===== src/bpt_pkg.sv =====
// ============================================================================
// bpt_pkg: shared types and constants of the pressure/temperature compensation
// Field widths, intermediate widths, fixed shift amounts, correction factors,
// register indexes and the structs that pass between the pipeline sections.
// ============================================================================
package bpt_pkg;

    // Port field widths.
    localparam int W_RAW     = 24;
    localparam int W_COEF    = 16;
    localparam int W_TEMP    = 20;
    localparam int W_PRES    = 32;
    localparam int W_CFG_IDX = 3;

    // Pipeline organization: three sections of three stages each.
    localparam int NUM_STAGES = 9;
    localparam int STG_FRONT  = 0;
    localparam int STG_CORR   = 3;
    localparam int STG_PRESS  = 6;

    // Intermediate widths, sized from the value ranges of the datasheet form.
    localparam int W_DT    = 25;                 // D2 - C5*2^8
    localparam int W_PROD1 = W_DT + W_COEF + 1;  // dT times a coefficient
    localparam int W_DD    = 48;                 // dT squared, non-negative
    localparam int W_A     = 18;                 // TEMP - 2000 before T2
    localparam int W_B     = 19;                 // TEMP + 1500 before T2
    localparam int W_T2    = 17;
    localparam int W_P4S   = 35;                 // C4*dT >> 6
    localparam int W_P3S   = 34;                 // C3*dT >> 7
    localparam int W_OFF1  = 36;
    localparam int W_SENS1 = 35;
    localparam int W_SQ    = 35;                 // squares of A and B
    localparam int W_M61   = 40;
    localparam int W_OFF2  = 39;
    localparam int W_SENS2 = 38;
    localparam int W_OFF   = 41;
    localparam int W_SENS  = 40;
    localparam int W_SPLIT = 20;                 // low half of SENS for the multiply
    localparam int W_PL    = W_RAW + W_SPLIT;
    localparam int W_PH    = W_RAW + W_SENS - W_SPLIT + 1;
    localparam int W_PROD  = 64;
    localparam int W_Q     = 44;

    // Shift amounts.
    localparam int C5_SCALE_SH = 8;
    localparam int C2_SCALE_SH = 17;
    localparam int C1_SCALE_SH = 16;
    localparam int TEMP_SHIFT  = 23;
    localparam int OFF_SHIFT   = 6;
    localparam int SENS_SHIFT  = 7;
    localparam int T2_SHIFT    = 31;
    localparam int OFF2_A_SH   = 4;
    localparam int PROD_SHIFT  = 21;
    localparam int P_SHIFT     = 15;

    // Second-order correction factors and temperature thresholds.
    localparam int OFF2_A_MUL  = 61;
    localparam int OFF2_B_MUL  = 15;
    localparam int SENS2_A_MUL = 2;
    localparam int SENS2_B_MUL = 8;
    localparam int TEMP_BASE   = 2000;
    localparam int B_OFFSET    = 3500;   // from TEMP-2000 to TEMP+1500

    localparam logic signed [W_TEMP-1:0] TEMP_SAT_LO = W_TEMP'(-300000);
    localparam logic signed [W_TEMP-1:0] TEMP_SAT_HI = W_TEMP'(150000);

    typedef enum logic [W_CFG_IDX-1:0] {
        REG_C1 = 3'd0,
        REG_C2 = 3'd1,
        REG_C3 = 3'd2,
        REG_C4 = 3'd3,
        REG_C5 = 3'd4,
        REG_C6 = 3'd5
    } t_cfg_idx;

    typedef struct packed {
        logic [W_COEF-1:0] c1;
        logic [W_COEF-1:0] c2;
        logic [W_COEF-1:0] c3;
        logic [W_COEF-1:0] c4;
        logic [W_COEF-1:0] c5;
        logic [W_COEF-1:0] c6;
    } t_coef;

    // Load enables of the three stages of one section.
    typedef struct packed {
        logic s0;
        logic s1;
        logic s2;
    } t_stg_en;

    typedef struct packed {
        logic signed [W_A-1:0]     a;
        logic signed [W_B-1:0]     b;
        logic        [W_T2-1:0]    t2;
        logic signed [W_OFF1-1:0]  off;
        logic signed [W_SENS1-1:0] sens;
        logic        [W_RAW-1:0]   d1;
    } t_front;

    typedef struct packed {
        logic signed [W_TEMP-1:0] temp;
        logic signed [W_OFF-1:0]  off;
        logic signed [W_SENS-1:0] sens;
        logic        [W_RAW-1:0]  d1;
    } t_corr;

endpackage


===== src/bpt_press.sv =====
// ============================================================================
// bpt_press: pressure evaluation
// Stages 7-9: D1*SENS as two partial products, their sum, then the shifts
// and the offset subtraction that give the pressure in pascals.
// ============================================================================
module bpt_press import bpt_pkg::*; (
    input  logic                     i_clk,
    input  t_stg_en                  i_en,
    input  t_corr                    i_corr,
    output logic signed [W_TEMP-1:0] o_temp,
    output logic signed [W_PRES-1:0] o_pres
);

    // Stage 7: SENS is split into an unsigned low part and a signed high part.
    logic        [W_SPLIT-1:0]        w_lo;
    logic signed [W_SENS-W_SPLIT-1:0] w_hi;
    logic        [W_PL-1:0]           n_s7_pl;
    logic signed [W_PH-1:0]           n_s7_ph;
    logic        [W_PL-1:0]           r_s7_pl;
    logic signed [W_PH-1:0]           r_s7_ph;
    logic signed [W_OFF-1:0]          r_s7_off;
    logic signed [W_TEMP-1:0]         r_s7_temp;

    assign w_lo    = i_corr.sens[W_SPLIT-1:0];
    assign w_hi    = $signed(i_corr.sens[W_SENS-1:W_SPLIT]);
    assign n_s7_pl = W_PL'(i_corr.d1) * W_PL'(w_lo);
    assign n_s7_ph = W_PH'($signed({1'b0, i_corr.d1})) * W_PH'(w_hi);

    always_ff @(posedge i_clk) begin
        if (i_en.s0) begin
            r_s7_pl   <= n_s7_pl;
            r_s7_ph   <= n_s7_ph;
            r_s7_off  <= i_corr.off;
            r_s7_temp <= i_corr.temp;
        end
    end

    // Stage 8: full product; |D1*SENS| stays below 2^63.
    logic signed [W_PROD-1:0] n_s8_prod;
    logic signed [W_PROD-1:0] r_s8_prod;
    logic signed [W_OFF-1:0]  r_s8_off;
    logic signed [W_TEMP-1:0] r_s8_temp;

    assign n_s8_prod = $signed({r_s7_ph[W_PROD-W_SPLIT-1:0], {W_SPLIT{1'b0}}})
                     + $signed({{(W_PROD-W_PL){1'b0}}, r_s7_pl});

    always_ff @(posedge i_clk) begin
        if (i_en.s1) begin
            r_s8_prod <= n_s8_prod;
            r_s8_off  <= r_s7_off;
            r_s8_temp <= r_s7_temp;
        end
    end

    // Stage 9: P = ((prod >> 21) - OFF) >> 15. The result spans fewer than
    // 32 bits for every input, so the signed 32-bit limit is never reached
    // and sign extension is the saturation.
    logic signed [W_Q-1:0]    w_q;
    logic signed [W_PRES-1:0] n_s9_pres;
    logic signed [W_PRES-1:0] r_s9_pres;
    logic signed [W_TEMP-1:0] r_s9_temp;

    assign w_q       = W_Q'($signed(r_s8_prod[W_PROD-1:PROD_SHIFT])) - W_Q'(r_s8_off);
    assign n_s9_pres = W_PRES'($signed(w_q[W_Q-1:P_SHIFT]));

    always_ff @(posedge i_clk) begin
        if (i_en.s2) begin
            r_s9_pres <= n_s9_pres;
            r_s9_temp <= r_s8_temp;
        end
    end

    assign o_temp = r_s9_temp;
    assign o_pres = r_s9_pres;

endmodule


===== config.mk =====
export PLATFORM = sky130hd
export DESIGN_NAME = bpt_press
export DESIGN_NICKNAME = d
export VERILOG_FILES = /design/src/bpt_pkg.sv /design/src/bpt_press.sv
export SDC_FILE = /design/constraint.sdc
export NUM_CORES = 2
export LEC_CHECK = 0
export ABC_AREA = 1
export BUFFER_PORTS_ARGS = -buffer_cell sky130_fd_sc_hd__buf_2
export CORE_ASPECT_RATIO = 0.8
export CORE_MARGIN = 5
export CORE_UTILIZATION = 45
export DETAILED_ROUTE_END_ITERATION = 8
export PLACE_DENSITY = 0.64
export SYNTH_ARGS = -nofsm -noshare
export SYNTH_HDL_FRONTEND = slang
export SYNTH_SLANG_ARGS = --single-unit
export TNS_END_PERCENT = 50

===== constraint.sdc =====
create_clock -name i_clk -period 8.7 [get_ports i_clk]
set_input_delay 2.61 -clock i_clk [delete_from_list [all_inputs] [get_ports i_clk]]
set_output_delay 2.61 -clock i_clk [all_outputs]
set_load 0.005 [all_outputs]

==> flow_metrics.py <==
metrics = {
    "status": {
        "status": "completed",
    },
    "setup_path": {
        "worstSetupEndpointType": "flop",
        "critPathMaxStageDelay_ns": 0.55,
        "rr_endpoint": "o_pres[25]$_DFFE_PP_",
        "worstPathRequired_ns": 9.01,
        "cp_max_fo": 13,
        "crit_start": "i_corr[9]",
        "r2r_cells": 8,
        "timing.rr.start": "r_s8_prod[55]$_DFFE_PP_",
        "worst_ep_arrival_time_ns": 8.54,
        "crit_cells": 22,
        "criticalPathCategory": "in2reg",
        "cp-start-kind": "input pin",
        "cp_common_cell": "fa_1",
        "cp_top_family": "adder cells",
        "r2r_setup_slack_ns": 6.18,
        "slowest_stage": "fa_1",
        "cp_num_buf_inv": 7,
        "cp_cell_sequence": "buf_2, buf_4, nand2_1, fa_1, inv_1, fa_1, fa_1, fa_1, fa_1, fa_1, inv_1, fa_1, inv_1, ha_1, nand2_1, nor2_1, inv_2, nor2_1, inv_1, o21ai_0, a21oi_1, xnor2_1",
    },
    "timing": {
        "rsz0062_at_grt": "false",
        "slew_violations": 0,
        "skew_ns": 0.0143,
        "finalHoldViolations": 0,
        "slew_headroom": 0.349,
        "period_needed_ns": 8.23,
        "period_share": 0.946,
        "max_freq_ghz": 0.121,
        "setup_tns_ns": 0,
        "finalSetupViolCount": 0,
        "setup_ws_ns": 0.467,
        "tightest_slew_ns": 0.976,
    },
    "die": {
        "die-height_um": 299,
        "io-pin-count": 181,
        "coreArea_mm2": 0.103,
        "die_area_mm2": 0.111,
        "rows": 105,
        "die_x_um": 371,
        "start_util": 0.455,
    },
    "clock_tree": {
        "clock-root-buffer": "clkbuf_16",
        "cts_made_buffers": 31,
        "ctsResizeCount": 0,
        "cts_tree": "built",
        "cts_sinks": 282,
        "clkLatencyLatePin_ns": 0.58,
        "cts_setup_buffers": 0,
        "cts.clk_slew.worst_paths_ns": 0.06,
        "ctsHoldBuffers": 0,
        "h-tree-depth": 1,
        "clockBufferDepth": 3,
    },
    "final_layout": {
        "final_util": 0.506,
        "stdcell_area_mm2": 0.0522,
        "drive_above_1_share": 0.0894,
        "area_delta_synth_final_pct": 11.3,
        "nets": 7377,
    },
    "placement": {
        "place.gp.congestion": 0.957,
        "hpwl_mm": 114,
        "placed_area_mm2": 0.0510,
        "io_buffers": 180,
        "place_ws_ns": -0.0682,
    },
    "min_path": {
        "hold_depth": 0,
        "hold_start": "r_s7_off[26]$_DFFE_PP_",
        "holdCritPathClass": "reg2reg",
        "hold_end": "r_s8_off[26]$_DFFE_PP_",
    },
    "global_route": {
        "antenna_found_initial": 7,
        "grt_pass1_wl_mm": 214,
        "overflow": 0,
        "grt_pass1_vias": 38942,
        "grt.total_usage": 0.245,
        "grt_max_degree": 72,
    },
    "routing": {
        "final_antenna_net_count": 0,
        "routed_via_density": 4.99,
        "initialDrtViolationCount": 3059,
        "drtPass1Iterations": 6,
        "dr_total_vias": 37390,
        "wl_mm": 132,
        "wl_per_cell_um": 17.7,
        "drc": 0,
    },
    "yosys": {
        "synth_cells": 5766,
        "synth_warnings": 0,
        "synth-edff-count": 282,
        "syn_avg_cell_area_um2": 8.13,
        "synth_flop_cell": "edfxtp_1",
        "synth_seq_cells": 282,
        "synth_area_mm2": 0.0469,
        "synth.net_count": 7072,
        "yosysSeqAreaShare": 0.181,
        "postSynth.asyncResetShare": 0,
        "synth_cell_type_count": 47,
    },
    "run": {
        "cap_violations": 0,
    },
}
==> routing by layer <==
metal  track usage  wire (um)  vias to the layer above
li1              -          -                    17594
met4        0.0498       3130                        2
met1         0.376      62300                    18235
met5             0         13                        -
met3        0.0540      12800                      168
met2         0.356      54000                     1391
==> cell type report <==
class	count	area (um2)
fillers	9920	50800
multi-input cells	3722	31800
flip-flops and latches	282	8470
inverters	1583	5940
repair buffers	451	3130
well taps	1391	1740
clock buffers	37	798
clock inverters	19	313
diodes	4	10.0
==> worst max path at each step <==
| stage | end | slack [ns] |
|---|---|---|
| after global placement | r_s7_ph[27]$_DFFE_PP_ | -0.02 |
| after CTS | r_s7_ph[32]$_DFFE_PP_ | 0.55 |
| final | r_s7_pl[24]$_DFFE_PP_ | 0.47 |
| after global routing | r_s7_pl[40]$_DFFE_PP_ | 0.14 |
| after floorplan | r_s7_pl[40]$_DFFE_PP_ | 0.59 |
| after detailed placement | r_s7_ph[32]$_DFFE_PP_ | -0.07 |
==> cell families after synthesis <==
group,count (synthesis),synth area share
compound gates,374,0.0445
xor+xnor,90,0.0168
fa+ha+maj,1177,0.440
buf+inv,1762,0.141
flops,282,0.181
simple gates,2081,0.176
==> cells in the final DEF (no fill, tap or decap), types with 123 or more instances in the layout <==
cell,Yosys,layout
inv_1,1576,1576
ha_1,392,392
buf_4,3,258
nand3_1,123,123
nor2_1,284,284
buf_2,0,178
edfxtp_1,282,282
a21oi_1,189,189
nand2_1,1554,1554
fa_1,785,785
==> synth_stat cells (all sizes together) (6+ instances only) <==
library cell	instances	area, um2
a21boi	8	63.8
a31oi	6	37.5
xor2	69	604
o21ai	112	572
edfxtp	282	8470
o21bai	20	165
or2	13	81.3
fa	785	15700
xnor2	21	184
nand2	1557	5850
nand4	36	225
a21o	18	135
clkbuf	173	649
nor3	45	257
nand3	125	636
nor2	290	1100
o21a	14	105
nor4	7	56.3
buf	6	33.8
ha	392	4900
a21oi	190	955
inv	1583	5940
==> metrics by stage <==
step	std cells	hold slack, ns
floorplan	5766	0.400
global placement	7429	0.400
detailed placement	7429	0.405
CTS	7485	0.418
global route	7488	0.423
finish	7489	0.416
==> sequential cells by signal, indices dropped and copies added (netlist names) <==
name       cells
r_s7_off      41
r_s7_temp     20
o_pres        29
o_temp        20
r_s7_ph       44
r_s8_temp     20
r_s8_prod     43
r_s7_pl       24
r_s8_off      41
Power is not shown: default switching activity piles up to over one toggle a cycle in this logic, so the estimate is an artifact.
