`src/bpt_pkg.sv`:
```
// ============================================================================
// bpt_pkg: shared types and constants of the pressure/temperature compensation
// Field widths, intermediate widths, fixed shift amounts, correction factors,
// register indexes and the structs that pass between the pipeline sections.
// ============================================================================
package bpt_pkg;

    // Port field widths.
    localparam int W_RAW     = 24;
    localparam int W_COEF    = 16;
    localparam int W_TEMP    = 20;
    localparam int W_PRES    = 32;
    localparam int W_CFG_IDX = 3;

    // Pipeline organization: three sections of three stages each.
    localparam int NUM_STAGES = 9;
    localparam int STG_FRONT  = 0;
    localparam int STG_CORR   = 3;
    localparam int STG_PRESS  = 6;

    // Intermediate widths, sized from the value ranges of the datasheet form.
    localparam int W_DT    = 25;                 // D2 - C5*2^8
    localparam int W_PROD1 = W_DT + W_COEF + 1;  // dT times a coefficient
    localparam int W_DD    = 48;                 // dT squared, non-negative
    localparam int W_A     = 18;                 // TEMP - 2000 before T2
    localparam int W_B     = 19;                 // TEMP + 1500 before T2
    localparam int W_T2    = 17;
    localparam int W_P4S   = 35;                 // C4*dT >> 6
    localparam int W_P3S   = 34;                 // C3*dT >> 7
    localparam int W_OFF1  = 36;
    localparam int W_SENS1 = 35;
    localparam int W_SQ    = 35;                 // squares of A and B
    localparam int W_M61   = 40;
    localparam int W_OFF2  = 39;
    localparam int W_SENS2 = 38;
    localparam int W_OFF   = 41;
    localparam int W_SENS  = 40;
    localparam int W_SPLIT = 20;                 // low half of SENS for the multiply
    localparam int W_PL    = W_RAW + W_SPLIT;
    localparam int W_PH    = W_RAW + W_SENS - W_SPLIT + 1;
    localparam int W_PROD  = 64;
    localparam int W_Q     = 44;

    // Shift amounts.
    localparam int C5_SCALE_SH = 8;
    localparam int C2_SCALE_SH = 17;
    localparam int C1_SCALE_SH = 16;
    localparam int TEMP_SHIFT  = 23;
    localparam int OFF_SHIFT   = 6;
    localparam int SENS_SHIFT  = 7;
    localparam int T2_SHIFT    = 31;
    localparam int OFF2_A_SH   = 4;
    localparam int PROD_SHIFT  = 21;
    localparam int P_SHIFT     = 15;

    // Second-order correction factors and temperature thresholds.
    localparam int OFF2_A_MUL  = 61;
    localparam int OFF2_B_MUL  = 15;
    localparam int SENS2_A_MUL = 2;
    localparam int SENS2_B_MUL = 8;
    localparam int TEMP_BASE   = 2000;
    localparam int B_OFFSET    = 3500;   // from TEMP-2000 to TEMP+1500

    localparam logic signed [W_TEMP-1:0] TEMP_SAT_LO = W_TEMP'(-300000);
    localparam logic signed [W_TEMP-1:0] TEMP_SAT_HI = W_TEMP'(150000);

    typedef enum logic [W_CFG_IDX-1:0] {
        REG_C1 = 3'd0,
        REG_C2 = 3'd1,
        REG_C3 = 3'd2,
        REG_C4 = 3'd3,
        REG_C5 = 3'd4,
        REG_C6 = 3'd5
    } t_cfg_idx;

    typedef struct packed {
        logic [W_COEF-1:0] c1;
        logic [W_COEF-1:0] c2;
        logic [W_COEF-1:0] c3;
        logic [W_COEF-1:0] c4;
        logic [W_COEF-1:0] c5;
        logic [W_COEF-1:0] c6;
    } t_coef;

    // Load enables of the three stages of one section.
    typedef struct packed {
        logic s0;
        logic s1;
        logic s2;
    } t_stg_en;

    typedef struct packed {
        logic signed [W_A-1:0]     a;
        logic signed [W_B-1:0]     b;
        logic        [W_T2-1:0]    t2;
        logic signed [W_OFF1-1:0]  off;
        logic signed [W_SENS1-1:0] sens;
        logic        [W_RAW-1:0]   d1;
    } t_front;

    typedef struct packed {
        logic signed [W_TEMP-1:0] temp;
        logic signed [W_OFF-1:0]  off;
        logic signed [W_SENS-1:0] sens;
        logic        [W_RAW-1:0]  d1;
    } t_corr;

endpackage

```
`src/bpt_front.sv`:
```
// ============================================================================
// bpt_front: first-order terms
// Stages 1-3: temperature difference, the four products with dT, then the
// first-order offset, sensitivity, T2 and the temperature distances A and B.
// ============================================================================
module bpt_front import bpt_pkg::*; (
    input  logic             i_clk,
    input  t_stg_en          i_en,
    input  t_coef            i_coef,
    input  logic [W_RAW-1:0] i_d1,
    input  logic [W_RAW-1:0] i_d2,
    output t_front           o_res
);

    // Stage 1: dT = D2 - C5*2^8
    logic signed [W_DT-1:0]  n_s1_dt;
    logic signed [W_DT-1:0]  r_s1_dt;
    logic        [W_RAW-1:0] r_s1_d1;

    assign n_s1_dt = $signed({1'b0, i_d2})
                   - $signed({1'b0, i_coef.c5, {C5_SCALE_SH{1'b0}}});

    always_ff @(posedge i_clk) begin
        if (i_en.s0) begin
            r_s1_dt <= n_s1_dt;
            r_s1_d1 <= i_d1;
        end
    end

    // Stage 2: products with dT
    logic signed [W_COEF:0]    w_c3s;
    logic signed [W_COEF:0]    w_c4s;
    logic signed [W_COEF:0]    w_c6s;
    logic signed [W_PROD1-1:0] n_s2_p3;
    logic signed [W_PROD1-1:0] n_s2_p4;
    logic signed [W_PROD1-1:0] n_s2_p6;
    logic signed [2*W_DT-1:0]  n_s2_dd;
    logic signed [W_PROD1-1:0] r_s2_p3;
    logic signed [W_PROD1-1:0] r_s2_p4;
    logic signed [W_PROD1-1:0] r_s2_p6;
    logic        [W_DD-1:0]    r_s2_dd;
    logic        [W_RAW-1:0]   r_s2_d1;

    assign w_c3s   = $signed({1'b0, i_coef.c3});
    assign w_c4s   = $signed({1'b0, i_coef.c4});
    assign w_c6s   = $signed({1'b0, i_coef.c6});
    assign n_s2_p3 = W_PROD1'(r_s1_dt) * W_PROD1'(w_c3s);
    assign n_s2_p4 = W_PROD1'(r_s1_dt) * W_PROD1'(w_c4s);
    assign n_s2_p6 = W_PROD1'(r_s1_dt) * W_PROD1'(w_c6s);
    assign n_s2_dd = (2*W_DT)'(r_s1_dt) * (2*W_DT)'(r_s1_dt);

    always_ff @(posedge i_clk) begin
        if (i_en.s1) begin
            r_s2_p3 <= n_s2_p3;
            r_s2_p4 <= n_s2_p4;
            r_s2_p6 <= n_s2_p6;
            r_s2_dd <= n_s2_dd[W_DD-1:0];
            r_s2_d1 <= r_s1_d1;
        end
    end

    // Stage 3: the part-selects are the arithmetic shifts, since every
    // product fits in one bit less than its declared width.
    logic signed [W_A-1:0]     w_a;
    logic signed [W_P4S-1:0]   w_p4s;
    logic signed [W_P3S-1:0]   w_p3s;
    t_front                    n_s3;
    t_front                    r_s3;

    assign w_a   = $signed(r_s2_p6[W_A+TEMP_SHIFT-1:TEMP_SHIFT]);
    assign w_p4s = $signed(r_s2_p4[W_P4S+OFF_SHIFT-1:OFF_SHIFT]);
    assign w_p3s = $signed(r_s2_p3[W_P3S+SENS_SHIFT-1:SENS_SHIFT]);

    always_comb begin
        n_s3.a    = w_a;
        n_s3.b    = W_B'(w_a) + W_B'(B_OFFSET);
        n_s3.t2   = r_s2_dd[W_DD-1:T2_SHIFT];
        n_s3.off  = $signed({{(W_OFF1-W_COEF-C2_SCALE_SH){1'b0}}, i_coef.c2,
                             {C2_SCALE_SH{1'b0}}}) + W_OFF1'(w_p4s);
        n_s3.sens = $signed({{(W_SENS1-W_COEF-C1_SCALE_SH){1'b0}}, i_coef.c1,
                             {C1_SCALE_SH{1'b0}}}) + W_SENS1'(w_p3s);
        n_s3.d1   = r_s2_d1;
    end

    always_ff @(posedge i_clk) begin
        if (i_en.s2) begin
            r_s3 <= n_s3;
        end
    end

    assign o_res = r_s3;

endmodule

```
`config.mk`:
```
export PLATFORM = sky130hd
export DESIGN_NAME = bpt_front
export DESIGN_NICKNAME = d
export VERILOG_FILES = /design/src/bpt_pkg.sv /design/src/bpt_front.sv
export SDC_FILE = /design/constraint.sdc
export NUM_CORES = 2
export LEC_CHECK = 0
export BUFFER_PORTS_ARGS = -buffer_cell sky130_fd_sc_hd__buf_4
export CAP_MARGIN = 0
export CORE_AREA = 2 2 366 368
export DETAILED_ROUTE_END_ITERATION = 6
export DIE_AREA = 0 0 368 370
export HOLD_SLACK_MARGIN = 0.02
export PLACE_DENSITY_LB_ADDON = 0.05
export SYNTH_ARGS = -nofsm -noshare
export SYNTH_HDL_FRONTEND = slang
export SYNTH_SLANG_ARGS = --single-unit
```
`constraint.sdc`:
```
create_clock -name i_clk -period 11.2 [get_ports i_clk]
set_clock_uncertainty 0.15 [all_clocks]
set_input_delay 3.36 -clock i_clk [delete_from_list [all_inputs] [get_ports i_clk]]
set_output_delay 3.36 -clock i_clk [all_outputs]
set_load 0.05 [all_outputs]
```
==> results.toml <==
[logic_synthesis]
synth-seq-area-share_pct = 13.5
synth-seq-cells = 324
yosysTopAreaCell = "fa_1"
syn_nets = 9594
ys_warn_count = 0
synth-async-reset-ratio_pct = 0
synth_area_leaders = "fa_1 (48%), edfxtp_1 (13%), inv_1 (10%)"
synth.distinct_cells = 68
synth_common_cells = "inv_1 (1977), fa_1 (1745), nand2_1 (911), and2_1 (622), ha_1 (490)"
synth_edf_count = 324
yosysMostFrequentCell = "inv_1"
synth_area_per_cell_um2 = 10.0
synth_flop_cell = "edfxtp_1"
synth.cell_area_mm2 = 0.0722
synth_top_area_share_pct = 48.4
syn-instance-count = 7211

[sta]
slew_viol_final = 0
rsz0062_at_grt = "false"
hold_viol = 0
worst-slew-pin-transition_ns = 1.09
setup_violations = 0
relSlewSlack_pct = 27.6
period_minus_slack_ns = 9.95
timing.fmax_mhz = 101
fin_tns_setup_ns = 0
period_share_pct = 88.8

[die]
die_w_um = 368
die_h_um = 370
rows = 134
start_util_pct = 54.5
design.die.area_mm2 = 0.136
coreArea_mm2 = 0.132
ioPinCount = 297

[clock_tree]
ctsLongestPathBuffers = 3
cts_hold_buf = 0
cts_tree = "built"
numCtsBuffers = 39
cts_setup_buffers = 0
clock_latency_ns = 0.62
cts-root-buf = "clkbuf_16"
path_clk_slew_ns = 0.06
htree_levels = 2
clock_sinks = 324
postCtsResizedCells = 0

[critical_path]
path_buf_inv = 6
path_cells = "buf_4 > nand2_1 > fa_1 > inv_1 > fa_1 > inv_1 > fa_1 > inv_1 > fa_1 > inv_1 > fa_1 > inv_1 > fa_1 > ha_1 > a211o_1 > or3_1 > a211oi_1 > nor3_1 > o32ai_2 > a31oi_1 > a41o_1 > o21ai_1 > nor2b_1 > xnor2_1"
worstSetupPathType = "in -> reg"
crit_path_frequent_cell = "fa_1"
cpMaxStageDelayCell = "a211oi_1"
cp_data_required_time_ns = 11.40
end_kind = "register"
slowest_delay_ns = 0.59
critPathArrivalTime_ns = 10.15
path_max_fanout = 25
crit_family = "adder cells"
crit_path_start_kind = "primary input"

[detailed_routing]
drt_first_pass_iters = 5
initialDrtViolationCount = 2185
drc = 0
vias_per_cell = 5.14
routedWlPerCell_um = 18.0
routed-via-count = 46900
wl_mm = 164
antenna_left = 0

[layout]
seqCellArea_mm2 = 0.00973
final_nets = 9699
drive_above_1_share_pct = 5.99
multi_input_area_mm2 = 0.0539
syn2layout_area_growth_pct = 7.04
fill_cells = 11700

[status]
status = "finished clean"

[place]
place_congestion = 0.871
io_buffers = 296
dpl.hpwl_mm = 130

[global_route]
met2_usage_pct = 44.7
top_usage_layer = "met2"
grt_pass1_wl_mm = 277
use_met3_pct = 3.65
grt_use_total_pct = 25.8
antenna_found_initial = 3
gr-total-overflow = 0
grt_pass1_vias = 52800
grt_max_degree = 58
grt_use_met1_pct = 34.6

[job]
drv_cap = 0

[hold_path]
hold_path_class = "reg -> reg"
layer usage:
layer | wire, um | part of all wire (%)
met1 | 68400 | 42
met2 | 82400 | 50
met3 | 9090 | 5.5
met5 | 0 | 0
met4 | 4080 | 2.5
final timing paths:
| path | from | end | slack, ns | depth (start not counted) |
|---|---|---|---|---|
| hold / removal | r_s2_d1[16] | o_res[16] | 0.26 | 0 |
| setup reg to reg | r_s1_dt[1] | r_s2_dd[47] | 2.13 | 27 |
| hold reg to reg | r_s2_d1[16] | o_res[16] | 0.26 | 0 |
| setup / recovery | i_coef[5] | r_s2_p6[40] | 1.25 | 24 |
sequential cells by signal, summed over array words and instances, names as in the netlist:
name     flops
o_res      147
r_s1_d1     24
r_s1_dt     25
r_s2_d1     24
r_s2_dd     17
r_s2_p3     34
r_s2_p4     35
r_s2_p6     18
cell usage in the layout (no fill, tap or decap), types with 26 or more instances in the layout:
master	count
a21o_1	42
a21oi_1	96
and2_1	622
buf_4	361
clkbuf_16	39
edfxtp_1	324
fa_1	1745
ha_1	490
inv_1	1977
nand2_1	911
nand3_1	31
nor2_1	132
nor2b_1	43
nor3_1	33
o21a_1	26
o21ai_0	55
xnor2_1	144
xor2_1	46
per-stage QoR:
step	utilization, %	setup WS (ns)	hold slack (ns)	area [um^2]	cells
finish	58.3	1.25	0.263	77300	9115
global route	58.3	0.881	0.270	77300	9115
CTS	58.3	1.31	0.266	77300	9113
detailed placement	57.4	0.640	0.255	76000	9043
global placement	57.4	0.693	0.250	76000	9043
floorplan	-	1.39	0.250	72200	7211
cell families after synthesis:
family	share of synthesized area, %
adder cells (fa/ha/maj)	56.9
XOR/XNOR	2.31
AO/OA/AOI/OAI	3.01
multiplexers	0.0416
flip-flops	13.5
buffers and inverters	11.8
AND/OR/NAND/NOR	12.4
worst reg2reg max path, stage by stage, from the launching register on:
cell and delay, ns:
edfxtp_1 0.42, buf_4 0.65, buf_4 0.44, nand2_1 0.15, fa_1 0.50, inv_1 0.06, fa_1 0.53, inv_1 0.05
fa_1 0.52, inv_1 0.06, fa_1 0.51, inv_1 0.06, fa_1 0.53, inv_1 0.05, fa_1 0.49, inv_1 0.05
fa_1 0.53, inv_1 0.07, ha_1 0.33, and3_1 0.20, o2111ai_1 0.13, a31oi_1 0.42, o21ai_1 0.35, o221ai_1 0.61
a21oi_1 0.22, o41ai_2 0.46, a21oi_1 0.14, xor2_1 0.16
layout make-up:
type	instances	share of cell area, %
timing repair buffer	363	3.54
clock inverter	27	0.348
inverter	1977	9.61
multi-input combinational	4611	69.8
clock buffer	43	1.28
tap	1768	2.86
antenna	2	0.00648
sequential	324	12.6
Power is not shown: default switching activity piles up to over one toggle a cycle in this logic, so the estimate is an artifact.
