===== config.mk =====
export PLATFORM = sky130hd
export DESIGN_NAME = bpt_corr
export DESIGN_NICKNAME = d
export VERILOG_FILES = /design/src/bpt_pkg.sv /design/src/bpt_corr.sv
export SDC_FILE = /design/constraint.sdc
export NUM_CORES = 2
export LEC_CHECK = 0
export BUFFER_PORTS_ARGS = -buffer_cell sky130_fd_sc_hd__buf_2
export CAP_MARGIN = 5
export CORE_MARGIN = 3
export CORE_UTILIZATION = 55
export CTS_CLUSTER_DIAMETER = 80
export CTS_CLUSTER_SIZE = 20
export DETAILED_ROUTE_END_ITERATION = 8
export GPL_ROUTABILITY_DRIVEN = 0
export PLACE_DENSITY_LB_ADDON = 0.3
export SYNTH_ARGS = -nofsm -noshare
export SYNTH_HDL_FRONTEND = slang
export SYNTH_SLANG_ARGS = --single-unit

===== constraint.sdc =====
create_clock -name i_clk -period 10.9 [get_ports i_clk]
set_input_delay 3.27 -clock i_clk [delete_from_list [all_inputs] [get_ports i_clk]]
set_output_delay 3.27 -clock i_clk [all_outputs]
set_load 0.01 [all_outputs]

===== src/bpt_pkg.sv =====
// ============================================================================
// bpt_pkg: shared types and constants of the pressure/temperature compensation
// Field widths, intermediate widths, fixed shift amounts, correction factors,
// register indexes and the structs that pass between the pipeline sections.
// ============================================================================
package bpt_pkg;

    // Port field widths.
    localparam int W_RAW     = 24;
    localparam int W_COEF    = 16;
    localparam int W_TEMP    = 20;
    localparam int W_PRES    = 32;
    localparam int W_CFG_IDX = 3;

    // Pipeline organization: three sections of three stages each.
    localparam int NUM_STAGES = 9;
    localparam int STG_FRONT  = 0;
    localparam int STG_CORR   = 3;
    localparam int STG_PRESS  = 6;

    // Intermediate widths, sized from the value ranges of the datasheet form.
    localparam int W_DT    = 25;                 // D2 - C5*2^8
    localparam int W_PROD1 = W_DT + W_COEF + 1;  // dT times a coefficient
    localparam int W_DD    = 48;                 // dT squared, non-negative
    localparam int W_A     = 18;                 // TEMP - 2000 before T2
    localparam int W_B     = 19;                 // TEMP + 1500 before T2
    localparam int W_T2    = 17;
    localparam int W_P4S   = 35;                 // C4*dT >> 6
    localparam int W_P3S   = 34;                 // C3*dT >> 7
    localparam int W_OFF1  = 36;
    localparam int W_SENS1 = 35;
    localparam int W_SQ    = 35;                 // squares of A and B
    localparam int W_M61   = 40;
    localparam int W_OFF2  = 39;
    localparam int W_SENS2 = 38;
    localparam int W_OFF   = 41;
    localparam int W_SENS  = 40;
    localparam int W_SPLIT = 20;                 // low half of SENS for the multiply
    localparam int W_PL    = W_RAW + W_SPLIT;
    localparam int W_PH    = W_RAW + W_SENS - W_SPLIT + 1;
    localparam int W_PROD  = 64;
    localparam int W_Q     = 44;

    // Shift amounts.
    localparam int C5_SCALE_SH = 8;
    localparam int C2_SCALE_SH = 17;
    localparam int C1_SCALE_SH = 16;
    localparam int TEMP_SHIFT  = 23;
    localparam int OFF_SHIFT   = 6;
    localparam int SENS_SHIFT  = 7;
    localparam int T2_SHIFT    = 31;
    localparam int OFF2_A_SH   = 4;
    localparam int PROD_SHIFT  = 21;
    localparam int P_SHIFT     = 15;

    // Second-order correction factors and temperature thresholds.
    localparam int OFF2_A_MUL  = 61;
    localparam int OFF2_B_MUL  = 15;
    localparam int SENS2_A_MUL = 2;
    localparam int SENS2_B_MUL = 8;
    localparam int TEMP_BASE   = 2000;
    localparam int B_OFFSET    = 3500;   // from TEMP-2000 to TEMP+1500

    localparam logic signed [W_TEMP-1:0] TEMP_SAT_LO = W_TEMP'(-300000);
    localparam logic signed [W_TEMP-1:0] TEMP_SAT_HI = W_TEMP'(150000);

    typedef enum logic [W_CFG_IDX-1:0] {
        REG_C1 = 3'd0,
        REG_C2 = 3'd1,
        REG_C3 = 3'd2,
        REG_C4 = 3'd3,
        REG_C5 = 3'd4,
        REG_C6 = 3'd5
    } t_cfg_idx;

    typedef struct packed {
        logic [W_COEF-1:0] c1;
        logic [W_COEF-1:0] c2;
        logic [W_COEF-1:0] c3;
        logic [W_COEF-1:0] c4;
        logic [W_COEF-1:0] c5;
        logic [W_COEF-1:0] c6;
    } t_coef;

    // Load enables of the three stages of one section.
    typedef struct packed {
        logic s0;
        logic s1;
        logic s2;
    } t_stg_en;

    typedef struct packed {
        logic signed [W_A-1:0]     a;
        logic signed [W_B-1:0]     b;
        logic        [W_T2-1:0]    t2;
        logic signed [W_OFF1-1:0]  off;
        logic signed [W_SENS1-1:0] sens;
        logic        [W_RAW-1:0]   d1;
    } t_front;

    typedef struct packed {
        logic signed [W_TEMP-1:0] temp;
        logic signed [W_OFF-1:0]  off;
        logic signed [W_SENS-1:0] sens;
        logic        [W_RAW-1:0]  d1;
    } t_corr;

endpackage


===== src/bpt_corr.sv =====
// ============================================================================
// bpt_corr: second-order correction
// Stages 4-6: squares of A and B with the corrected temperature, then OFF2,
// SENS2 and the temperature clamp, then the corrected offset and sensitivity.
// ============================================================================
module bpt_corr import bpt_pkg::*; (
    input  logic    i_clk,
    input  t_stg_en i_en,
    input  t_front  i_front,
    output t_corr   o_res
);

    // Stage 4: squares; A < 0 means below 20.00 C, B < 0 below -15.00 C.
    logic signed [2*W_A-1:0]   n_s4_aa;
    logic signed [2*W_B-1:0]   n_s4_bb;
    logic        [W_TEMP-1:0]  w_t2_sub;
    logic signed [W_TEMP-1:0]  n_s4_temp;
    logic        [W_SQ-1:0]    r_s4_aa;
    logic        [W_SQ-1:0]    r_s4_bb;
    logic                      r_s4_low;
    logic                      r_s4_vlow;
    logic signed [W_TEMP-1:0]  r_s4_temp;
    logic signed [W_OFF1-1:0]  r_s4_off;
    logic signed [W_SENS1-1:0] r_s4_sens;
    logic        [W_RAW-1:0]   r_s4_d1;

    assign n_s4_aa   = (2*W_A)'(i_front.a) * (2*W_A)'(i_front.a);
    assign n_s4_bb   = (2*W_B)'(i_front.b) * (2*W_B)'(i_front.b);
    assign w_t2_sub  = i_front.a[W_A-1] ? {{(W_TEMP-W_T2){1'b0}}, i_front.t2} : '0;
    assign n_s4_temp = W_TEMP'(i_front.a) + W_TEMP'(TEMP_BASE) - $signed(w_t2_sub);

    always_ff @(posedge i_clk) begin
        if (i_en.s0) begin
            r_s4_aa   <= n_s4_aa[W_SQ-1:0];
            r_s4_bb   <= n_s4_bb[W_SQ-1:0];
            r_s4_low  <= i_front.a[W_A-1];
            r_s4_vlow <= i_front.b[W_B-1];
            r_s4_temp <= n_s4_temp;
            r_s4_off  <= i_front.off;
            r_s4_sens <= i_front.sens;
            r_s4_d1   <= i_front.d1;
        end
    end

    // Stage 5: OFF2 and SENS2, both zero at or above 20.00 C.
    logic        [W_M61-1:0]   w_m61;
    logic        [W_OFF2-1:0]  w_m15;
    logic        [W_SENS2-1:0] w_m8;
    logic        [W_OFF2-1:0]  n_s5_off2;
    logic        [W_SENS2-1:0] n_s5_sens2;
    logic signed [W_TEMP-1:0]  n_s5_temp;
    logic        [W_OFF2-1:0]  r_s5_off2;
    logic        [W_SENS2-1:0] r_s5_sens2;
    logic signed [W_TEMP-1:0]  r_s5_temp;
    logic signed [W_OFF1-1:0]  r_s5_off;
    logic signed [W_SENS1-1:0] r_s5_sens;
    logic        [W_RAW-1:0]   r_s5_d1;

    assign w_m61 = W_M61'(r_s4_aa) * W_M61'(OFF2_A_MUL);
    assign w_m15 = r_s4_vlow ? W_OFF2'(r_s4_bb) * W_OFF2'(OFF2_B_MUL) : '0;
    assign w_m8  = r_s4_vlow ? W_SENS2'(r_s4_bb) * W_SENS2'(SENS2_B_MUL) : '0;

    always_comb begin
        if (r_s4_low) begin
            n_s5_off2  = W_OFF2'(w_m61[W_M61-1:OFF2_A_SH]) + w_m15;
            n_s5_sens2 = W_SENS2'(r_s4_aa) * W_SENS2'(SENS2_A_MUL) + w_m8;
        end else begin
            n_s5_off2  = '0;
            n_s5_sens2 = '0;
        end
        if (r_s4_temp < TEMP_SAT_LO) begin
            n_s5_temp = TEMP_SAT_LO;
        end else if (r_s4_temp > TEMP_SAT_HI) begin
            n_s5_temp = TEMP_SAT_HI;
        end else begin
            n_s5_temp = r_s4_temp;
        end
    end

    always_ff @(posedge i_clk) begin
        if (i_en.s1) begin
            r_s5_off2  <= n_s5_off2;
            r_s5_sens2 <= n_s5_sens2;
            r_s5_temp  <= n_s5_temp;
            r_s5_off   <= r_s4_off;
            r_s5_sens  <= r_s4_sens;
            r_s5_d1    <= r_s4_d1;
        end
    end

    // Stage 6: OFF -= OFF2, SENS -= SENS2
    t_corr n_s6;
    t_corr r_s6;

    always_comb begin
        n_s6.temp = r_s5_temp;
        n_s6.off  = W_OFF'(r_s5_off)
                  - $signed({{(W_OFF-W_OFF2){1'b0}}, r_s5_off2});
        n_s6.sens = W_SENS'(r_s5_sens)
                  - $signed({{(W_SENS-W_SENS2){1'b0}}, r_s5_sens2});
        n_s6.d1   = r_s5_d1;
    end

    always_ff @(posedge i_clk) begin
        if (i_en.s2) begin
            r_s6 <= n_s6;
        end
    end

    assign o_res = r_s6;

endmodule


==> flow_summary.ini <==
[clock_network]
tritoncts = built
clk_path_buf_depth = 3
cts_hold_repair.buffers = 0
cts_resized = 0
post-cts-setup-buffers = 0
h-tree-depth = 2
number_of_clock_sinks_seen_by_cts = 500
clk_transition_reported_paths_ns = 0.08
cts.root.buffer_cell = clkbuf_16
cts_buffers = 37
clock_insertion_delay_worst_skew_ns = 0.59

[synthesis]
yosys_cell_types = 82
share_of_the_yosys_chip_area_belonging_to_registers = 0.276
synthesis.area_um2 = 54300
mean_instance_size_in_the_synthesized_netlist_um2 = 10.6
netlist_instances = 5143
synth-edff-count = 500
synth_seq_cells = 500
asr_flop_ratio_synth = 0
ys.warnings.count = 0
yosys_most_used_dff = edfxtp_1

[place]
placed_cells = 6622
dp_hpwl_um = 94000
io_buffers = 277

[cells_and_area]
nets_final = 6825
count_of_inserted_antenna_diode_cells = 0
layout_area_overhead_pct = 7.22
layout_common_cells = inv_1 (1161), fa_1 (772), ha_1 (515), edfxtp_1 (500), nand2_1 (321)
layout_commonest_cell = inv_1
final_cell_count_no_fill = 6678
final_layout_size_suffix_gt1_frac = 0.0683

[routing]
firstDrtPassIters = 5
route.detailed.drc = 0
detail_route.wl_per_cell_um = 17.3
initialDrtViolationCount = 2177
dr_total_vias = 35998
routed_via_density = 5.39
postRouteWirelength_um = 115000
postRouteAntennaNets = 0

[grt]
grt_first_pass_wirelength_um = 192000
grt_total_usage = 0.233
first_global_vias = 38767
overflow = 0
grt_start_max_net_pins = 128
number_of_antenna_violations_at_the_first_check_in_global_routing = 5

[worst_hold_path]
worst_hold_path_type = flop to flop

[floorplan]
die-area_um2 = 103000
ioPinCount = 278
core_outline_area_um2 = 97300
start_util = 0.558
die_width_um = 320
num_rows = 114
fp.dieH_um = 320

[critical_path]
critPathArrivalTime_ns = 9.98
crit_fanout = 18
critical_path.most_common_cell = inv_1
timing.setup.critical_path_class = input port to flop
critPathLaunchType = input port
worstPathRequired_ns = 11.23
slowest_delay_ns = 0.54
critical-path-slowest-cell = fa_1
endpoint_kind = flop

[timing]
rsz0062_at_grt = no
hold_viol = 0
drv_slew = 0
slew_headroom = 0.401
finalSetupTns_ns = 0
maxClockFrequency_mhz = 104
finalCritPeriodShare = 0.886
final_period_minus_worst_setup_slack_ns = 9.65
tightest_slew_ns = 0.899
timing.final.setup_violations = 0
post_route_skew_ns = 0.0221

[run]
max_cap_violations = 0

[outcome]
outcome = finished clean
-- kinds of logic after synthesis --
family / Yosys count / synth area share
muxes: 6 / 0.00115
xor gates and xnor gates: 286 / 0.0461
AOI/OAI and AO/OA: 743 / 0.0883
DFF: 500 / 0.276
other: 1 / 0.0000690
adders and majority gates: 1287 / 0.403
buffers and inverters: 1249 / 0.0863
and+or+nand+nor: 1071 / 0.0984
-- routing by layer --
metal,track usage,share of wire,up-vias
met2,0.421,0.51,843
met4,0.0827,0.038,0
li1,-,-,17020
met5,0,0,-
met3,0.0291,0.049,242
met1,0.289,0.40,17893
-- cells in the mapped netlist (6+ instances only) --
cell type | instances | share of area
o31a_1 | 9 | 0.0015
xor2_1 | 89 | 0.014
edfxtp_1 | 500 | 0.28
a21o_1 | 118 | 0.016
o211ai_1 | 6 | 0.00083
and2_1 | 228 | 0.026
o21ai_0 | 73 | 0.0067
o21a_1 | 44 | 0.0061
or2_2 | 12 | 0.0014
inv_1 | 1161 | 0.080
a21oi_1 | 254 | 0.023
nand2_1 | 321 | 0.022
o31ai_1 | 10 | 0.0014
fa_1 | 772 | 0.28
and3_1 | 33 | 0.0038
a31oi_1 | 20 | 0.0023
nor4_1 | 11 | 0.0013
nor2b_1 | 53 | 0.0061
clkbuf_1 | 83 | 0.0057
a211oi_1 | 26 | 0.0036
or3_1 | 10 | 0.0012
o22ai_1 | 6 | 0.00069
o21ai_1 | 44 | 0.0041
nand4_1 | 11 | 0.0013
a211o_1 | 8 | 0.0013
xnor2_1 | 197 | 0.032
ha_1 | 515 | 0.12
o21bai_1 | 46 | 0.0064
nand3_1 | 47 | 0.0043
nor3b_1 | 9 | 0.0012
nand2b_1 | 59 | 0.0068
and4_1 | 10 | 0.0016
nor2_1 | 196 | 0.014
a2111oi_0 | 11 | 0.0018
nor3_1 | 55 | 0.0051
-- layout make-up --
type,count,area (um2)
timing repair buffer,286,1490
clock inverter,19,223
tap,1276,1600
fill,8187,39000
clock buffer,37,926
sequential,500,15000
multi-input combinational,3396,34600
inverter,1164,4370
-- sequential cells by signal (all words and copies together) (netlist names), 35 cells and up --
name	cells
r_s5_sens2	36
r_s4_sens	35
r_s5_off2	39
r_s5_off	36
o_res	125
r_s4_off	36
r_s5_sens	35
-- worst max-delay path: cells and delay by family --
kind                     cells  cell delay, ns
AO/OA/AOI/OAI                9            2.18
buffers and inverters        6            0.77
XOR/XNOR                     1            0.12
AND/OR/NAND/NOR              2            0.43
adder cells (fa/ha/maj)      8            3.18
-- per-stage QoR --
step            util  worst slack (ns)  area, um2  hold slack (ns)
2_1_floorplan      -              1.35      54300            0.400
3_3_place_gp   0.587             0.862      57100            0.401
3_5_place_dp   0.587             0.802      57100            0.405
4_1_cts        0.599              1.37      58200            0.402
5_1_grt        0.599             0.833      58200            0.409
6_report       0.599              1.25      58200            0.407
-- worst paths after layout --
| check | startpoint | end | slack [ns] | cells past startpoint |
|---|---|---|---|---|
| worst max-delay path | i_front[115] | r_s4_bb[34] | 1.25 | 26 |
| worst min register to register | r_s5_d1[19] | o_res[19] | 0.41 | 0 |
| worst max register to register | r_s4_aa[6] | r_s5_off2[38] | 3.08 | 29 |
| worst min-delay path | r_s5_d1[19] | o_res[19] | 0.41 | 0 |
Power is left out: the tool's default activity adds up to more than one toggle a clock period on the data nets, which glitch-free logic cannot reach.
