### src/bpt_pkg.sv
// ============================================================================
// bpt_pkg: shared types and constants of the pressure/temperature compensation
// Field widths, intermediate widths, fixed shift amounts, correction factors,
// register indexes and the structs that pass between the pipeline sections.
// ============================================================================
package bpt_pkg;

    // Port field widths.
    localparam int W_RAW     = 24;
    localparam int W_COEF    = 16;
    localparam int W_TEMP    = 20;
    localparam int W_PRES    = 32;
    localparam int W_CFG_IDX = 3;

    // Pipeline organization: three sections of three stages each.
    localparam int NUM_STAGES = 9;
    localparam int STG_FRONT  = 0;
    localparam int STG_CORR   = 3;
    localparam int STG_PRESS  = 6;

    // Intermediate widths, sized from the value ranges of the datasheet form.
    localparam int W_DT    = 25;                 // D2 - C5*2^8
    localparam int W_PROD1 = W_DT + W_COEF + 1;  // dT times a coefficient
    localparam int W_DD    = 48;                 // dT squared, non-negative
    localparam int W_A     = 18;                 // TEMP - 2000 before T2
    localparam int W_B     = 19;                 // TEMP + 1500 before T2
    localparam int W_T2    = 17;
    localparam int W_P4S   = 35;                 // C4*dT >> 6
    localparam int W_P3S   = 34;                 // C3*dT >> 7
    localparam int W_OFF1  = 36;
    localparam int W_SENS1 = 35;
    localparam int W_SQ    = 35;                 // squares of A and B
    localparam int W_M61   = 40;
    localparam int W_OFF2  = 39;
    localparam int W_SENS2 = 38;
    localparam int W_OFF   = 41;
    localparam int W_SENS  = 40;
    localparam int W_SPLIT = 20;                 // low half of SENS for the multiply
    localparam int W_PL    = W_RAW + W_SPLIT;
    localparam int W_PH    = W_RAW + W_SENS - W_SPLIT + 1;
    localparam int W_PROD  = 64;
    localparam int W_Q     = 44;

    // Shift amounts.
    localparam int C5_SCALE_SH = 8;
    localparam int C2_SCALE_SH = 17;
    localparam int C1_SCALE_SH = 16;
    localparam int TEMP_SHIFT  = 23;
    localparam int OFF_SHIFT   = 6;
    localparam int SENS_SHIFT  = 7;
    localparam int T2_SHIFT    = 31;
    localparam int OFF2_A_SH   = 4;
    localparam int PROD_SHIFT  = 21;
    localparam int P_SHIFT     = 15;

    // Second-order correction factors and temperature thresholds.
    localparam int OFF2_A_MUL  = 61;
    localparam int OFF2_B_MUL  = 15;
    localparam int SENS2_A_MUL = 2;
    localparam int SENS2_B_MUL = 8;
    localparam int TEMP_BASE   = 2000;
    localparam int B_OFFSET    = 3500;   // from TEMP-2000 to TEMP+1500

    localparam logic signed [W_TEMP-1:0] TEMP_SAT_LO = W_TEMP'(-300000);
    localparam logic signed [W_TEMP-1:0] TEMP_SAT_HI = W_TEMP'(150000);

    typedef enum logic [W_CFG_IDX-1:0] {
        REG_C1 = 3'd0,
        REG_C2 = 3'd1,
        REG_C3 = 3'd2,
        REG_C4 = 3'd3,
        REG_C5 = 3'd4,
        REG_C6 = 3'd5
    } t_cfg_idx;

    typedef struct packed {
        logic [W_COEF-1:0] c1;
        logic [W_COEF-1:0] c2;
        logic [W_COEF-1:0] c3;
        logic [W_COEF-1:0] c4;
        logic [W_COEF-1:0] c5;
        logic [W_COEF-1:0] c6;
    } t_coef;

    // Load enables of the three stages of one section.
    typedef struct packed {
        logic s0;
        logic s1;
        logic s2;
    } t_stg_en;

    typedef struct packed {
        logic signed [W_A-1:0]     a;
        logic signed [W_B-1:0]     b;
        logic        [W_T2-1:0]    t2;
        logic signed [W_OFF1-1:0]  off;
        logic signed [W_SENS1-1:0] sens;
        logic        [W_RAW-1:0]   d1;
    } t_front;

    typedef struct packed {
        logic signed [W_TEMP-1:0] temp;
        logic signed [W_OFF-1:0]  off;
        logic signed [W_SENS-1:0] sens;
        logic        [W_RAW-1:0]  d1;
    } t_corr;

endpackage

### src/bpt_cfg.sv
// ============================================================================
// bpt_cfg: calibration coefficient registers
// Six 16-bit words written through a plain indexed write port.
// ============================================================================
module bpt_cfg import bpt_pkg::*; (
    input  logic                 i_clk,
    input  logic                 i_rst_n,
    input  logic                 i_cfg_we,
    input  logic [W_CFG_IDX-1:0] i_cfg_idx,
    input  logic [W_COEF-1:0]    i_cfg_data,
    output t_coef                o_coef
);

    t_coef r_coef;

    always_ff @(posedge i_clk) begin
        if (!i_rst_n) begin
            r_coef <= '0;
        end else if (i_cfg_we) begin
            case (t_cfg_idx'(i_cfg_idx))
                REG_C1:  r_coef.c1 <= i_cfg_data;
                REG_C2:  r_coef.c2 <= i_cfg_data;
                REG_C3:  r_coef.c3 <= i_cfg_data;
                REG_C4:  r_coef.c4 <= i_cfg_data;
                REG_C5:  r_coef.c5 <= i_cfg_data;
                REG_C6:  r_coef.c6 <= i_cfg_data;
                default: r_coef <= r_coef;
            endcase
        end
    end

    assign o_coef = r_coef;

endmodule

### config.mk
export PLATFORM = sky130hd
export DESIGN_NAME = bpt_cfg
export DESIGN_NICKNAME = d
export VERILOG_FILES = /design/src/bpt_pkg.sv /design/src/bpt_cfg.sv
export SDC_FILE = /design/constraint.sdc
export NUM_CORES = 1
export LEC_CHECK = 0
export BUFFER_PORTS_ARGS = -buffer_cell sky130_fd_sc_hd__buf_2
export CAP_MARGIN = 10
export CORE_MARGIN = 2
export CORE_UTILIZATION = 35
export DETAILED_ROUTE_END_ITERATION = 6
export GPL_TIMING_DRIVEN = 0
export HOLD_SLACK_MARGIN = 0.12
export PLACE_DENSITY = 0.63
export SLEW_MARGIN = 20
export SYNTH_ARGS = -nofsm -noshare
export SYNTH_HDL_FRONTEND = slang
export SYNTH_SLANG_ARGS = --single-unit
export TNS_END_PERCENT = 20
### constraint.sdc
create_clock -name i_clk -period 4.2 [get_ports i_clk]
set_input_delay 1.26 -clock i_clk [delete_from_list [all_inputs] [get_ports i_clk]]
set_output_delay 1.26 -clock i_clk [all_outputs]
set_load 0.02 [all_outputs]
==> out/results.txt, run 1 <==
Status - finished clean
Worst Hold Depth - 2
Number of global-route vias before repair - 2783
Core area - 0.009729 sq mm
Total Routing Usage GR - 17.95%
Dominant cell type by area after synthesis - dfxtp_1
# resized after CTS - 0
I/O pins - 118
CP top delay family - flip-flops
Sequential area share after synthesis - 54.99%
Setup TNS - 0 ns
Root Driver - clkbuf_8
Clock-pin slew on the worst setup and hold paths - 0.09 ns
Placed instance count - 583
Vias/cell - 4.611
Required @ worst endpoint - 2.94 ns
Final Critical Period - 2.163 ns
Sw Pwr - 0.4252 mW
Maxcap violations - 0
Max reg flops - 96
Critical path depth in cells - 1
Final Worst Setup Slack - 2.037 ns
Clk buf depth - 2
First-pass GRT wire length - 15000 um
Setup Crit Path Kind - flop to primary output
Syn Inst Count - 334
Syn Nets - 356
DRT Pass-1 Iters - 4
Initial antenna violation count - 0
Top-count cell post-synth - nand2_1
Leakage power - 2.459 nW
Cell Count, Final, Fillers Out - 599
Critical Path Fanout Max - 2
Final hold vios - 0
Final antenna-violating net count - 0
Die area - 0.01080 sq mm
DRC - 0
Startpoint Class - flop
Die H - 103.9 um
Cell variety after synth - 13
Worst-path cell chain - buf_2
Pre-CTS setup slack - 1.684 ns
Area Growth Syn to Fin - 27.03%
Crit path DAT - 0.90 ns
Combinational group share of total power - 8.4%
RSZ-0062 raised after global routing - no
Total internal power - 1.268 mW
Total clock sinks - 96
Placed wire-length estimate - 6767 um
Nets - 483
Sequential power share - 55.5%
Fraction of layout cells with a size suffix above 1 - 30.90%
Period utilisation layout - 51.51%
Min-delay worst type - flop to flop
Max IR drop VDD - 0.0001479 V
Die Wd - 103.9 um
CTS Hold Bufs - 0
Fin. max-slew vios - 0
Post-synth EDFFs - 0
CP endpoint kind - primary output
Synth Flop Type - dfxtp_1
Critical-path top delay cell - dfxtp_1
Post-CTS Setup Inserts - 0
Synth area leaders - dfxtp_1, mux2i_1, nand2_1, buf_2, clkbuf_1
Clock Latency Late Sink - 0.36 ns
Bufs and invs on worst path - 1
Cell Area, Synth - 0.003495 sq mm
Clk pwr share - 36.2%
Avg WL per Cell - 15.53 um
Worst Skew - 0 ns
Rel. slew slack - 62.74%
CTS tree - done
Yosys Warn Count - 0
Largest stage delay on the critical path - 0.37 ns
Worst Max-Slew Pin Slew - 0.5589 ns
# setup viols final - 0
Initial core utilization - 35.92%
IO buf count - 116
Syn Area/Cell - 10.46 sq um
R2R cell count - 2
Post-Route WL - 9304 um
CTS buffer count - 9
N_diodes - 0
H-tree Lvls - 3
Largest net degree at the start of global routing - 16
Overall power - 1.693 mW
Gr ovfl total - 0
Initial DRC Count - 105
Sw frac - 25.11%
#FFs+latches synth - 96
RD Place Congestion - 0.7657
Final Core Density - 45.63%
Post-synth ARST share - 0%
Most frequent cells after synthesis - nand2_1, dfxtp_1, mux2i_1
Achievable Freq - 462.2 MHz
Row count - 36
Via count - 2762
Synth top area share - 54.99%
Power Density - 381.4 mW/mm^2
layout by cell type (no fill, tap or decap), drive strengths merged:
cell type  count
buf          129
mux2i         96
nand2        112
and4bb         1
dfxtp         96
clkbuf        22
bufinv         1
clkinvlp       1
or4b           1
nand4bb        2
nand4b         2
clkinv         3
power by group through the flow:
stage | Sequential [mW] | Combinational [mW] | Clock (mW)
finish | 0.939 | 0.142 | 0.612
global placement | 0.960 | 0.142 | 0
detailed placement | 0.961 | 0.144 | 0
floorplan | 0.985 | 0.0616 | 0
CTS | 0.939 | 0.144 | 0.631
global route | 0.942 | 0.154 | 0.668
path summary, 6_finish.rpt:
path | slack [ns] | startpoint | to
hold / removal | 0.46 | o_coef[45] | o_coef[45]
hold reg to reg | 0.46 | o_coef[45] | o_coef[45]
setup / recovery | 2.04 | o_coef[7] | o_coef[7]
setup reg to reg | 3.55 | o_coef[17] | o_coef[17]
layer usage:
layer	vias to the layer above	global-route usage, %	share of wire, %
met5	-	0	0
met4	0	6.274	1.6
met3	13	4.887	5.8
met2	87	28.52	46
met1	1301	23.54	46
li1	1361	-	-
cell families (layout without fill, tap and decap cells):
family	Yosys count	in the layout	synth area share, %
buf+inv	24	156	3.688
mux	96	96	27.50
simple gates	118	118	13.82
flops	96	96	54.99
per-stage QoR:
step	instance area, sq um	hold slack [ns]
finish	4439	0.4568
floorplan	3495	0.5332
global route	4439	0.4797
detailed placement	4242	0.4462
CTS	4439	0.4609
global placement	4242	0.4402
cell type report:
type                       instances  area [sq um]
timing repair buffer             116         580.6
fill                             985          5290
clock buffer                      11         141.4
clock inverter                     5         56.30
buffer                            24         128.9
sequential                        96          1922
multi-input combinational        214          1444
tap                              133         166.4
Power figures use the tool's default switching activity.
==> inputs of run 2 (changes only) <==
- ABC_AREA: unset -> 1
- PLACE_DENSITY: 0.63 -> 0.64
- clock period: 4.2 -> 1.8 ns (I/O delays scaled with it)
==> run 2 against run 1 <==
Compared with the run above:
- core utilization shrank 1.3 points
- register-to-register slack worse by 2.3 ns
- clock-buffer cell count grew 1
- routed wire length rose by 24%
- clock power rose by 110%
- die area up 10%
- clock skew did not move
- via count is 40% higher
- worst setup slack got worse by 1.7 ns
- combinational power increased to 4.1 times the previous value
- sequential power up 140%
- power grew 140%
==> out/results.txt, run 2 <==
Power Density - 855.2 mW/mm^2
Number of global-route vias before repair - 3571
Required @ worst endpoint - 1.26 ns
Dominant cell type by area after synthesis - dfxtp_1
Synth Flop Type - dfxtp_1
Reg2Reg Launch Point - o_coef[14]
WL met2 - 5486 um
Avg WL per Cell - 14.05 um
DRC - 0
Crit path from - o_coef[90]
CP top delay family - flip-flops
Overall power - 4.094 mW
Rel. slew slack - 66.42%
N_diodes - 0
Via count - 3860
Post-synthesis compound-gate area fraction - 0%
Root Driver - clkbuf_8
Vias/cell - 4.690
Achievable Freq - 690.6 MHz
Worst Skew - 0 ns
Post-Route WL - 11560 um
Placed wire-length estimate - 8566 um
Period utilisation layout - 80.44%
Adder-Cell Fraction of Synth Area - 0%
Startpoint Class - flop
#FFs+latches synth - 96
I/O pins - 118
Syn Inst Count - 552
Met3 Wirelength - 822 um
Core area - 0.01079 sq mm
RSZ-0062 raised after global routing - no
CP endpoint kind - primary output
CTS buffer count - 9
Hold WS - 0.4802 ns
Uppermost layer routed - met4
Post-synth ARST share - 0%
Largest stage delay on the critical path - 0.37 ns
Critical Path Fanout Max - 2
R2R setup slack - 1.20 ns
Nets - 701
First-pass GRT wire length - 17860 um
Post-synth EDFFs - 0
Multiplexer share of the synthesized area - 0%
Simple-Gate Fraction of Synth Area - 43.45%
Worst r2r dst - o_coef[14]
Clk buf depth - 2
Min-delay worst type - flop to flop
Critical-path top delay cell - dfxtp_1
Total Routing Usage GR - 19.94%
Die area - 0.01188 sq mm
Multi-input gate area - 0.001677 sq mm
Post-CTS Setup Inserts - 0
CTS tree - done
Worst Max-Slew Pin Slew - 0.5037 ns
Syn Nets - 574
WL met1 - 5033 um
IO buf count - 116
Initial antenna violation count - 0
CTS Hold Bufs - 0
Crit path DAT - 0.91 ns
Fraction of layout cells with a size suffix above 1 - 24.89%
DRT Pass-1 Iters - 6
H-tree Lvls - 3
Register area - 0.001922 sq mm
Commonest non-fill, non-tap cell in the layout - nor2_1
Final Core Density - 44.35%
Final Worst Setup Slack - 0.3520 ns
# setup viols final - 0
Fin. max-slew vios - 0
Final hold vios - 0
Status - finished clean
Total clock sinks - 96
XOR/XNOR Fraction of Synth Area - 0%
Worst-path cell chain - buf_2
Initial core utilization - 35.75%
Syn Area/Cell - 6.990 sq um
Cell variety after synth - 12
Bufs and invs on worst path - 1
Worst Hold Depth - 2
Clock-pin slew on the worst setup and hold paths - 0.09 ns
Top-count cell post-synth - nor2_1
Hold_sp - o_coef[93]
RD Place Congestion - 0.8324
Final Critical Period - 1.448 ns
Most frequent cells in the layout - nor2_1, buf_2, nand2_1
Pre-CTS setup slack - 0.1299 ns
Hold EP - o_coef[93]
# resized after CTS - 0
Max IR drop VDD - 0.0003217 V
Synth area leaders - dfxtp_1, nor2_1, nand3_1, nand2_1, buf_2
Combinational family with the most area after synthesis - simple AND/OR/NAND/NOR gates
Gr ovfl total - 0
Cell Area, Synth - 0.003859 sq mm
Max reg flops - 96
Most frequent cells after synthesis - nor2_1, nand2_1, dfxtp_1, nand3_1, buf_2
Largest net degree at the start of global routing - 15
Sequential area share after synthesis - 49.81%
Clock Latency Late Sink - 0.36 ns
Setup TNS - 0 ns
Synth top area share - 49.81%
Final antenna-violating net count - 0
Maxcap violations - 0
R2R cell count - 2
Area Growth Syn to Fin - 24.06%
Die Wd - 109 um
Setup Crit Path Kind - flop to primary output
Row count - 38
Fill count - 1134
Leakage power - 2.409 nW
Die H - 109 um
Yosys Warn Count - 0
Initial DRC Count - 358
[run 2: cell types whose count changed after synthesis, sizes merged, moves of 11 or more]
cell and delta:
nor2 +202, clkbuf -11, buf +21, inv +22
nand3 +96, mux2i -96
[run 2: worst register-to-register path: cells and delay by family (launching register included)]
kind / cells / cell delay [ns]
flip-flops: 1 / 0.34
AND/OR/NAND/NOR: 2 / 0.17
[run 2: stage by stage]
step	cells	cell area, sq um
floorplan	552	3859
global placement	808	4614
detailed placement	808	4614
CTS	823	4787
global route	823	4787
finish	823	4787
[run 2: final cells by class]
type                    count  area share (%)
plain buffers              34           3.711
clock buffers              12           3.241
clock inverters             3          0.3659
inverters                  22           1.725
multi-input cells         400           35.02
flip-flops and latches     96           40.15
well taps                 140           3.659
repair buffers            116           12.13
[run 2: cell families (layout without fill, tap and decap cells)]
group,after synthesis,after routing
buf+inv,56,187
simple gates,400,400
flops,96,96
[run 2: metal layers]
metal  vias to the layer above  GRT usage [%]
li1                       1968              -
met4                         0          7.051
met1                      1745          25.45
met2                       127          34.25
met5                         -              0
met3                        20          2.809
[run 2: worst max path at each step]
| stage | end | slack, ns | depth (start not counted) |
|---|---|---|---|
| floorplan | o_coef[72] | 0.49 | 5 |
| global placement | o_coef[88] | 0.12 | 7 |
| detailed placement | o_coef[87] | 0.13 | 7 |
| CTS | o_coef[95] | 0.35 | 1 |
| global route | o_coef[90] | 0.32 | 1 |
| finish | o_coef[90] | 0.35 | 1 |
[run 2: where the power goes]
group          switching [mW]  total (mW)  leakage, nW  internal (mW)
clock                   0.707        1.27       0.0882          0.567
combinational           0.406       0.586         1.54          0.180
sequential             0.0378        2.23        0.780           2.20
total                    1.15        4.09         2.41           2.94
